==> src/clfp_pkg.sv <==
// Shared types and constants for the canonical line unit.
package clfp_pkg;

   localparam int COORD_BITS_DEFAULT = 24;

   typedef enum logic [3:0] {
      ST_IDLE,
      ST_DIFF,
      ST_GCD,
      ST_GFIN,
      ST_DIV,
      ST_SIGN,
      ST_MUL_A,
      ST_MUL_B,
      ST_SUM,
      ST_DONE
   } clfp_state_type;

   typedef struct packed {
      logic load;
      logic diff;
      logic gcd_step;
      logic gcd_fin;
      logic div_step;
      logic sign;
      logic mul_a;
      logic mul_b;
      logic sum;
   } clfp_cmd_type;

   typedef struct packed {
      logic gcd_zero;
      logic div_last;
      logic degen;
   } clfp_sts_type;

endpackage

==> src/clfp_ctrl.sv <==
// Sequencer that steps the datapath through one line computation.
module clfp_ctrl (
   input  logic                  clock,
   input  logic                  reset,
   input  logic                  start,
   input  clfp_pkg::clfp_sts_type sts,
   output clfp_pkg::clfp_cmd_type cmd,
   output logic                  busy,
   output logic                  rsp_valid
);

   clfp_pkg::clfp_state_type state_ff, state_in;

   always_ff @(posedge clock) begin
      if (reset) begin
         state_ff <= clfp_pkg::ST_IDLE;
      end else begin
         state_ff <= state_in;
      end
   end

   always_comb begin
      state_in = state_ff;
      unique case (state_ff)
         clfp_pkg::ST_IDLE: begin
            if (start) state_in = clfp_pkg::ST_DIFF;
         end
         clfp_pkg::ST_DIFF:  state_in = clfp_pkg::ST_GCD;
         clfp_pkg::ST_GCD: begin
            if (sts.gcd_zero) state_in = clfp_pkg::ST_GFIN;
         end
         clfp_pkg::ST_GFIN: begin
            // Coincident points have no divisor, so the division is skipped.
            state_in = sts.degen ? clfp_pkg::ST_SIGN : clfp_pkg::ST_DIV;
         end
         clfp_pkg::ST_DIV: begin
            if (sts.div_last) state_in = clfp_pkg::ST_SIGN;
         end
         clfp_pkg::ST_SIGN:  state_in = clfp_pkg::ST_MUL_A;
         clfp_pkg::ST_MUL_A: state_in = clfp_pkg::ST_MUL_B;
         clfp_pkg::ST_MUL_B: state_in = clfp_pkg::ST_SUM;
         clfp_pkg::ST_SUM:   state_in = clfp_pkg::ST_DONE;
         clfp_pkg::ST_DONE:  state_in = clfp_pkg::ST_IDLE;
         default:            state_in = clfp_pkg::ST_IDLE;
      endcase
   end

   always_comb begin
      cmd       = '0;
      busy      = 1'b1;
      rsp_valid = 1'b0;
      unique case (state_ff)
         clfp_pkg::ST_IDLE: begin
            busy     = 1'b0;
            cmd.load = start;
         end
         clfp_pkg::ST_DIFF:  cmd.diff     = 1'b1;
         clfp_pkg::ST_GCD:   cmd.gcd_step = !sts.gcd_zero;
         clfp_pkg::ST_GFIN:  cmd.gcd_fin  = 1'b1;
         clfp_pkg::ST_DIV:   cmd.div_step = 1'b1;
         clfp_pkg::ST_SIGN:  cmd.sign     = 1'b1;
         clfp_pkg::ST_MUL_A: cmd.mul_a    = 1'b1;
         clfp_pkg::ST_MUL_B: cmd.mul_b    = 1'b1;
         clfp_pkg::ST_SUM:   cmd.sum      = 1'b1;
         clfp_pkg::ST_DONE:  rsp_valid    = 1'b1;
         default:            busy         = 1'b1;
      endcase
   end

endmodule

==> src/clfp_datapath.sv <==
// Datapath: differences, binary gcd, two-lane divider, sign fix and constant term.
module clfp_datapath #(
   parameter int COORD_BITS = clfp_pkg::COORD_BITS_DEFAULT
) (
   input  logic                         clock,
   input  clfp_pkg::clfp_cmd_type        cmd,
   output clfp_pkg::clfp_sts_type        sts,
   input  logic signed [COORD_BITS-1:0]  req_first_x,
   input  logic signed [COORD_BITS-1:0]  req_first_y,
   input  logic signed [COORD_BITS-1:0]  req_second_x,
   input  logic signed [COORD_BITS-1:0]  req_second_y,
   output logic signed [COORD_BITS:0]    rsp_coef_a,
   output logic signed [COORD_BITS:0]    rsp_coef_b,
   output logic signed [2*COORD_BITS+1:0] rsp_coef_c,
   output logic                         rsp_degenerate
);

   localparam int DW    = COORD_BITS + 1;
   localparam int CW    = 2 * COORD_BITS + 2;
   localparam int PW    = 2 * COORD_BITS + 1;
   localparam int CNT_W = $clog2(DW);

   logic signed [COORD_BITS-1:0] x1_ff, y1_ff, x2_ff, y2_ff;
   logic signed [DW-1:0] a_ff, b_ff;
   logic [DW-1:0] u_ff, v_ff, g_ff;
   logic [CNT_W-1:0] k_ff, cnt_ff;
   logic [DW-1:0] qa_ff, qb_ff, ra_ff, rb_ff;
   logic signed [DW-1:0] na_ff, nb_ff;
   logic signed [PW-1:0] p1_ff, p2_ff;
   logic signed [DW-1:0] ca_ff, cb_ff;
   logic signed [CW-1:0] cc_ff;
   logic degen_ff;

   logic signed [DW-1:0] a_in, b_in;
   logic [DW-1:0] ma_in, mb_in;
   logic [DW:0] ta, tb;
   logic ge_a, ge_b;
   logic [DW:0] da, db;
   logic signed [DW-1:0] sa, sb;
   logic flip;
   logic signed [DW-1:0] mul_c;
   logic signed [COORD_BITS-1:0] mul_x;
   logic signed [PW-1:0] prod;
   logic [DW-1:0] u_sub_v, v_sub_u;

   assign a_in  = DW'(y2_ff) - DW'(y1_ff);
   assign b_in  = DW'(x1_ff) - DW'(x2_ff);
   assign ma_in = a_in[DW-1] ? DW'(-a_in) : DW'(a_in);
   assign mb_in = b_in[DW-1] ? DW'(-b_in) : DW'(b_in);

   assign u_sub_v = u_ff - v_ff;
   assign v_sub_u = v_ff - u_ff;

   // Restoring division, one quotient bit per lane each cycle.
   assign ta   = {ra_ff, qa_ff[DW-1]};
   assign tb   = {rb_ff, qb_ff[DW-1]};
   assign da   = ta - {1'b0, g_ff};
   assign db   = tb - {1'b0, g_ff};
   assign ge_a = ta >= {1'b0, g_ff};
   assign ge_b = tb >= {1'b0, g_ff};

   assign sa   = a_ff[DW-1] ? -$signed(qa_ff) : $signed(qa_ff);
   assign sb   = b_ff[DW-1] ? -$signed(qb_ff) : $signed(qb_ff);
   assign flip = a_ff[DW-1] || ((a_ff == '0) && b_ff[DW-1]);

   // One multiplier, shared between the two products of the constant term.
   assign mul_c = cmd.mul_a ? na_ff : nb_ff;
   assign mul_x = cmd.mul_a ? x1_ff : y1_ff;
   assign prod  = mul_c * mul_x;

   always_ff @(posedge clock) begin
      if (cmd.load) begin
         x1_ff <= req_first_x;
         y1_ff <= req_first_y;
         x2_ff <= req_second_x;
         y2_ff <= req_second_y;
      end
      if (cmd.diff) begin
         a_ff   <= a_in;
         b_ff   <= b_in;
         u_ff   <= ma_in;
         v_ff   <= mb_in;
         qa_ff  <= ma_in;
         qb_ff  <= mb_in;
         ra_ff  <= '0;
         rb_ff  <= '0;
         k_ff   <= '0;
         cnt_ff <= '0;
      end
      if (cmd.gcd_step) begin
         priority if (!u_ff[0] && !v_ff[0]) begin
            u_ff <= u_ff >> 1;
            v_ff <= v_ff >> 1;
            k_ff <= k_ff + 1'b1;
         end else if (!u_ff[0]) begin
            u_ff <= u_ff >> 1;
         end else if (!v_ff[0]) begin
            v_ff <= v_ff >> 1;
         end else if (u_ff >= v_ff) begin
            u_ff <= u_sub_v >> 1;
         end else begin
            v_ff <= v_sub_u >> 1;
         end
      end
      if (cmd.gcd_fin) begin
         g_ff <= (u_ff | v_ff) << k_ff;
      end
      if (cmd.div_step) begin
         ra_ff  <= ge_a ? da[DW-1:0] : ta[DW-1:0];
         rb_ff  <= ge_b ? db[DW-1:0] : tb[DW-1:0];
         qa_ff  <= {qa_ff[DW-2:0], ge_a};
         qb_ff  <= {qb_ff[DW-2:0], ge_b};
         cnt_ff <= cnt_ff + 1'b1;
      end
      if (cmd.sign) begin
         na_ff    <= flip ? -sa : sa;
         nb_ff    <= flip ? -sb : sb;
         degen_ff <= (a_ff == '0) && (b_ff == '0);
      end
      if (cmd.mul_a) begin
         p1_ff <= prod;
      end
      if (cmd.mul_b) begin
         p2_ff <= prod;
      end
      if (cmd.sum) begin
         ca_ff <= na_ff;
         cb_ff <= nb_ff;
         cc_ff <= -(CW'(p1_ff) + CW'(p2_ff));
      end
   end

   assign sts.gcd_zero = (u_ff == '0) || (v_ff == '0);
   assign sts.div_last = cnt_ff == CNT_W'(DW - 1);
   assign sts.degen    = (a_ff == '0) && (b_ff == '0);

   assign rsp_coef_a     = ca_ff;
   assign rsp_coef_b     = cb_ff;
   assign rsp_coef_c     = cc_ff;
   assign rsp_degenerate = degen_ff;

endmodule

==> src/canonical_line_from_two_points_unit.sv <==
// Top level: canonical integer line a*x + b*y + c = 0 through two points.
// The time to the result strobe varies with the binary gcd loop and the divider; coincident
// points skip the divider. busy stays high through the strobe, so the unit takes no new pair
// of points before it has finished the last. The receiver cannot stall it. Reset returns the
// sequencer to idle.
module canonical_line_from_two_points_unit #(
   parameter int COORD_BITS = clfp_pkg::COORD_BITS_DEFAULT
) (
   input  logic                          clock,
   input  logic                          reset,
   input  logic                          start,
   output logic                          busy,
   input  logic signed [COORD_BITS-1:0]   req_first_x,
   input  logic signed [COORD_BITS-1:0]   req_first_y,
   input  logic signed [COORD_BITS-1:0]   req_second_x,
   input  logic signed [COORD_BITS-1:0]   req_second_y,
   output logic                          rsp_valid,
   output logic signed [COORD_BITS:0]     rsp_coef_a,
   output logic signed [COORD_BITS:0]     rsp_coef_b,
   output logic signed [2*COORD_BITS+1:0] rsp_coef_c,
   output logic                          rsp_degenerate
);

   clfp_pkg::clfp_cmd_type cmd;
   clfp_pkg::clfp_sts_type sts;

   clfp_ctrl u_ctrl (
      .clock     (clock),
      .reset     (reset),
      .start     (start),
      .sts       (sts),
      .cmd       (cmd),
      .busy      (busy),
      .rsp_valid (rsp_valid)
   );

   clfp_datapath #(
      .COORD_BITS (COORD_BITS)
   ) u_datapath (
      .clock          (clock),
      .cmd            (cmd),
      .sts            (sts),
      .req_first_x    (req_first_x),
      .req_first_y    (req_first_y),
      .req_second_x   (req_second_x),
      .req_second_y   (req_second_y),
      .rsp_coef_a     (rsp_coef_a),
      .rsp_coef_b     (rsp_coef_b),
      .rsp_coef_c     (rsp_coef_c),
      .rsp_degenerate (rsp_degenerate)
   );

   // An accepted transfer keeps the unit busy in the following cycle.
   a_accept_busy: assert property (@(posedge clock) disable iff (reset)
      (start && !busy) |=> busy)
      else $error("unit not busy after accepting a transfer");

   // The result strobe lasts exactly one cycle.
   a_single_strobe: assert property (@(posedge clock) disable iff (reset)
      rsp_valid |=> !rsp_valid)
      else $error("result strobe held for more than one cycle");

   // The x coefficient is never negative.
   a_coef_a_sign: assert property (@(posedge clock) disable iff (reset)
      rsp_valid |-> !rsp_coef_a[COORD_BITS])
      else $error("negative x coefficient");

   // A horizontal line (zero x coefficient) has a positive y coefficient unless degenerate.
   a_coef_b_sign: assert property (@(posedge clock) disable iff (reset)
      (rsp_valid && (rsp_coef_a == '0) && !rsp_degenerate) |->
         (!rsp_coef_b[COORD_BITS] && (rsp_coef_b != '0)))
      else $error("y coefficient not positive when x coefficient is zero");

   // Coincident points give an all-zero line.
   a_degen_zero: assert property (@(posedge clock) disable iff (reset)
      (rsp_valid && rsp_degenerate) |->
         ((rsp_coef_a == '0) && (rsp_coef_b == '0) && (rsp_coef_c == '0)))
      else $error("degenerate result with nonzero coefficients");

endmodule
==> config.mk <==
export PLATFORM = sky130hd
export DESIGN_NAME = canonical_line_from_two_points_unit
export DESIGN_NICKNAME = d
export VERILOG_FILES = /design/src/clfp_pkg.sv /design/src/clfp_ctrl.sv /design/src/clfp_datapath.sv /design/src/canonical_line_from_two_points_unit.sv
export SDC_FILE = /design/constraint.sdc
export NUM_CORES = 2
export LEC_CHECK = 0
export BUFFER_PORTS_ARGS = -buffer_cell sky130_fd_sc_hd__buf_2
export CAP_MARGIN = 5
export CORE_ASPECT_RATIO = 0.6
export CORE_MARGIN = 4
export CORE_UTILIZATION = 65
export DETAILED_ROUTE_END_ITERATION = 6
export PLACE_DENSITY = 0.85
export SETUP_SLACK_MARGIN = 0.15
export SLEW_MARGIN = 10
export SYNTH_ARGS = -nofsm -noshare
export SYNTH_HDL_FRONTEND = slang
export SYNTH_HIERARCHICAL = 1
export SYNTH_SLANG_ARGS = --single-unit
==> constraint.sdc <==
create_clock -name clock -period 12.4 [get_ports clock]
set_input_delay 2.48 -clock clock [delete_from_list [all_inputs] [get_ports clock]]
set_output_delay 2.48 -clock clock [all_outputs]
set_load 0.03 [all_outputs]
### After elaboration in Yosys (flattened, before gate mapping)

Cells that the tools add are included.

* bits in registers: 584
* input bits: 99
* output and inout bits: 103
* logic and storage cells: 124

* $add $sub $neg: 16
* multiply operators: 1
* magnitude comparators: 3
* equal/unequal tests: 13
* shift operators: 1
* multiplexer cells: 50
* bitwise logic cells: 1
* reductions and logical operators: 15

Operators with widths (number)
* 25-bit 2-to-1 mux: 28
* 25-bit negation: 6
* 25-bit logical NOT: 4
* 25-bit subtractor: 4
* 26-bit by 25-bit greater-or-equal comparator with 1-bit output: 2
* 49-bit by 49-bit adder with 50-bit output: 1
* 50-bit negation: 1
* 24-bit by 24-bit subtractor with 25-bit output: 2
* 25-bit by 24-bit multiplier with 49-bit output: 1
* 4-bit case mux with 9 select lines: 1
* 25-bit greater-or-equal comparator: 1
* 5-bit 2-to-1 mux: 5
* 25-bit bitwise OR: 1
* 25-bit by 5-bit left shift with 25-bit output: 1
* 24-bit 2-to-1 mux: 1
* 4-bit by 3-bit == test with 1-bit output (second input constant): 4
* 1-bit 2-to-1 mux: 12
* 4-bit 2-to-1 mux: 3
* 5-bit by 1-bit adder with 5-bit output (second input constant): 2
* 4-bit by 2-bit == test with 1-bit output (second input constant): 2
* 4-bit == test (second input constant): 2
* 5-bit == test (second input constant): 1
* 4-bit by 1-bit == test with 1-bit output (second input constant): 1
* 4-bit logical NOT: 1
* 7 further kinds: 13

### Longest topological paths before layout

* depth in word-level cells: 9
* mapped depth: 35
* gate-level depth less buffers: 30

### Hierarchy

The synthesis kept the hierarchy.

Modules (own cells, without submodules)
* clfp_datapath: instances 1, cells an instance 6065, area each 58548.7 µm², seq. area each 16866.2 µm²
* clfp_ctrl: instances 1, cells an instance 39, area each 300.3 µm², seq. area each 80.1 µm²

### Worst setup path after synthesis

No wires, ideal clock.

* path type: register to register
* from: register u_ctrl.state_ff[3]
* to: register u_datapath.p1_ff[48], data pin
* arrival time: 10.838 ns
* slack: 1.419 ns
* cell stages (with the launch flop): 33
* path buffers: 4
* cells stage by stage: dfxtp_1 -> or2_2 -> nor2_1 -> clkbuf_1 -> clkbuf_1 -> buf_1 -> nand2_1 -> o21ai_1 -> clkbuf_1 -> nand2_1 -> fa_1 -> fa_1 -> inv_1 -> fa_1 -> inv_1 -> fa_1 -> inv_1 -> fa_1 -> fa_1 -> inv_1 -> fa_1 -> inv_1 -> ha_1 -> a2111o_1 -> a31oi_1 -> o31a_1 -> o31ai_1 -> a2bb2oi_1 -> o31a_1 -> o211ai_1 -> a311o_1 -> or4_1 -> nand4_1

RTL lines
* from (decl): line clfp_ctrl.sv:12 `clfp_pkg::clfp_state_type state_ff, state_in;`
* from (signal assigned): line clfp_ctrl.sv:16 `state_ff <= clfp_pkg::ST_IDLE;`
* from (signal assigned): line clfp_ctrl.sv:18 `state_ff <= state_in;`
* to (signal assigned): line clfp_datapath.sv:121 `p1_ff <= prod;`
* to (decl): line clfp_datapath.sv:29 `logic signed [PW-1:0] p1_ff, p2_ff;`

==> flow_summary.ini <==
[floorplan]
coreArea_mm2 = 0.08976
dieArea_mm2 = 0.09557
io_pins = 202
fp.dieW_um = 396.5
die_y_um = 241.1
start_util_pct = 65.56
fp-row-count = 85

[clocking]
cts_tree = yes
cts_buffers = 60
ctsResizeCount = 0
ctsLongestPathBuffers = 3
holdBufCountCts = 0
clock_latency_ns = 0.70
path_clk_slew_ns = 0.07
post_cts_buffers = 0
clkSinkCount = 584
root_buffer = clkbuf_16
ctsHtreeMaxLevel = 2

[place]
pre_cts_ws_ns = 2.259
place.gp.congestion = 1.070
io_buffers = 201
dp_hpwl_mm = 151.3
place_area_mm2 = 0.06121

[sta]
rsz0062_at_grt = false
hold_viol = 0
clock.fmax_mhz = 96.49
min_period_over_period_pct = 83.58
slew_headroom_pct = 5.277
finalSetupViolCount = 0
fin_skew_ns = 0.07856
worst_pin_slew_ns = 1.403
maxSlewViolCount = 0
setup-tns-final_ns = 0
finalCriticalPeriod_ns = 10.36
layout_setup_ws_ns = 2.036

[route]
drt_iter0_markers = 6532
vias_per_cell = 6.396
antenna_left = 0
vias = 47834
routedWlPerCell_um = 25.16
wl_mm = 188.1
drc = 0
first_pass_iters = 7

[critical_path]
worstPathRequired_ns = 12.89
cp_max_fo = 25
critPathKind = reg -> reg
end_kind = flip-flop
slowest_stage = nor2_4
max_stage_delay_ns = 0.77
arrival_ns = 10.85
cp_common_cell = fa_1
cp-start-kind = flip-flop

[global_routing]
grt_start_max_net_pins = 100
grt_pass1_vias = 46402
grt_antenna_before_repair = 3
grt_pass1_wl_mm = 283.6
gr-total-overflow = 0
grt_use_total_pct = 39.40

[job]
cap_violations = 0

[final_layout]
area_delta_synth_final_pct = 7.616
n_fill_cell = 6669
final_cell_area_mm2 = 0.06333
final-seq-area_mm2 = 0.01695
final_cell_mix = inv_1, fa_1, nor2_1, edfxtp_1, nand2_1
multi_input_area_mm2 = 0.03746
nNetsFinal = 7355
final_common_cell = inv_1
drive_above_1_share_pct = 8.612

[yosys]
syn_avg_cell_area_um2 = 9.641
synth_cells = 6104
syn_area_mm2 = 0.05885
synth_nets = 7251
ys.flop_type = edfxtp_1
yosys_warnings = 6
ys_types = 99
seq_area_frac_synth_pct = 28.80
synth_seq_cells = 584
ys_async_sr_fraction_pct = 0
synth_edf_count = 525

[worst_hold_path]
hold_path_class = reg -> reg

[status]
status = finished clean
-- per-layer routing --
layer	track usage, %	part of all wire [%]
met5	0	0
met4	9.492	2.9
met3	18.78	18
met2	52.47	38
met1	57.85	41
-- sequential cells by signal, summed over array words and instances, names as in the netlist --
signal                     flops
u_datapath/na_ff              25
u_datapath/p2_ff              49
u_datapath/ra_ff              25
u_datapath/v_ff               25
u_datapath/u_ff               25
u_datapath/x1_ff              24
u_datapath/rsp_coef_c         50
u_datapath/a_ff               25
u_datapath/rsp_coef_a         25
u_datapath/y2_ff              24
u_datapath/qa_ff              25
u_ctrl/state_ff                4
u_datapath/qb_ff              25
u_datapath/rsp_coef_b         25
u_datapath/rsp_degenerate      1
u_datapath/y1_ff              24
u_datapath/rb_ff              25
u_datapath/k_ff                5
u_datapath/nb_ff              25
u_datapath/cnt_ff              5
u_datapath/g_ff               25
u_datapath/x2_ff              24
u_datapath/p1_ff              49
u_datapath/b_ff               25
-- metrics by stage --
stage | utilization, % | hold slack [ns] | cells
6_report | 70.55 | 0.5119 | 7479
3_3_place_gp | 68.19 | 0.4630 | 7364
2_1_floorplan | - | 0.4437 | 6104
5_1_grt | 70.55 | 0.5206 | 7478
4_1_cts | 70.52 | 0.5035 | 7477
3_5_place_dp | 68.19 | 0.4868 | 7364
-- cells in the mapped netlist (all sizes together) (54+ instances only) --
| cell | number | area [um^2] |
|---|---|---|
| clkbuf | 226 | 848.3 |
| xor2 | 110 | 963.4 |
| nand2 | 510 | 1914 |
| mux2i | 105 | 1051 |
| fa | 636 | 12730 |
| nand3 | 80 | 400.4 |
| mux2 | 54 | 608.1 |
| o21ai | 219 | 1100 |
| dfxtp | 59 | 1181 |
| nor4 | 59 | 390.4 |
| edfxtp | 525 | 15770 |
| a211oi | 54 | 405.4 |
| nor2 | 602 | 2262 |
| a21o | 97 | 729.5 |
| nor3 | 95 | 475.5 |
| xnor2 | 224 | 1962 |
| a21oi | 296 | 1481 |
| inv | 973 | 3652 |
| ha | 412 | 5155 |
-- critical path, delay by kind of cell (launching register included) --
family                   cells  cell delay (ns)
buffers and inverters        7             1.23
multiplexers                 1             0.24
adder cells (fa/ha/maj)      8             3.87
flip-flops                   1             0.37
AND/OR/NAND/NOR              5             1.94
AO/OA/AOI/OAI                8             2.49
-- logic make-up after synthesis --
kind of cell / share of synthesized area, %
buffers and inverters: 7.805
adder cells (fa/ha/maj): 30.40
AND/OR/NAND/NOR: 12.73
AO/OA/AOI/OAI: 12.14
flip-flops: 28.80
multiplexers: 3.164
XOR/XNOR: 4.971
-- path summary, 6_finish.rpt --
check / start / end / slack (ns) / cells after the start
max: u_ctrl/state_ff[3]$_SDFFE_PP0P_ / u_datapath/p2_ff[48]$_DFFE_PP_ / 2.04 / 29
min: u_datapath/nb_ff[0]$_DFFE_PP_ / u_datapath/rsp_coef_b[0]$_DFFE_PP_ / 0.51 / 0
max reg2reg: u_ctrl/state_ff[3]$_SDFFE_PP0P_ / u_datapath/p2_ff[48]$_DFFE_PP_ / 2.04 / 29
min reg2reg: u_datapath/nb_ff[0]$_DFFE_PP_ / u_datapath/rsp_coef_b[0]$_DFFE_PP_ / 0.51 / 0
-- final cells by class --
cell class,instances,area share [%]
clock inverters,44,0.8061
inverters,978,5.803
diodes,2,0.007903
repair buffers,284,2.572
flip-flops and latches,584,26.76
well taps,1218,2.406
multi-input cells,4300,59.16
clock buffers,69,2.489
Power is left out: the tool's default activity adds up to more than one toggle a clock period on the data nets, which glitch-free logic cannot reach.
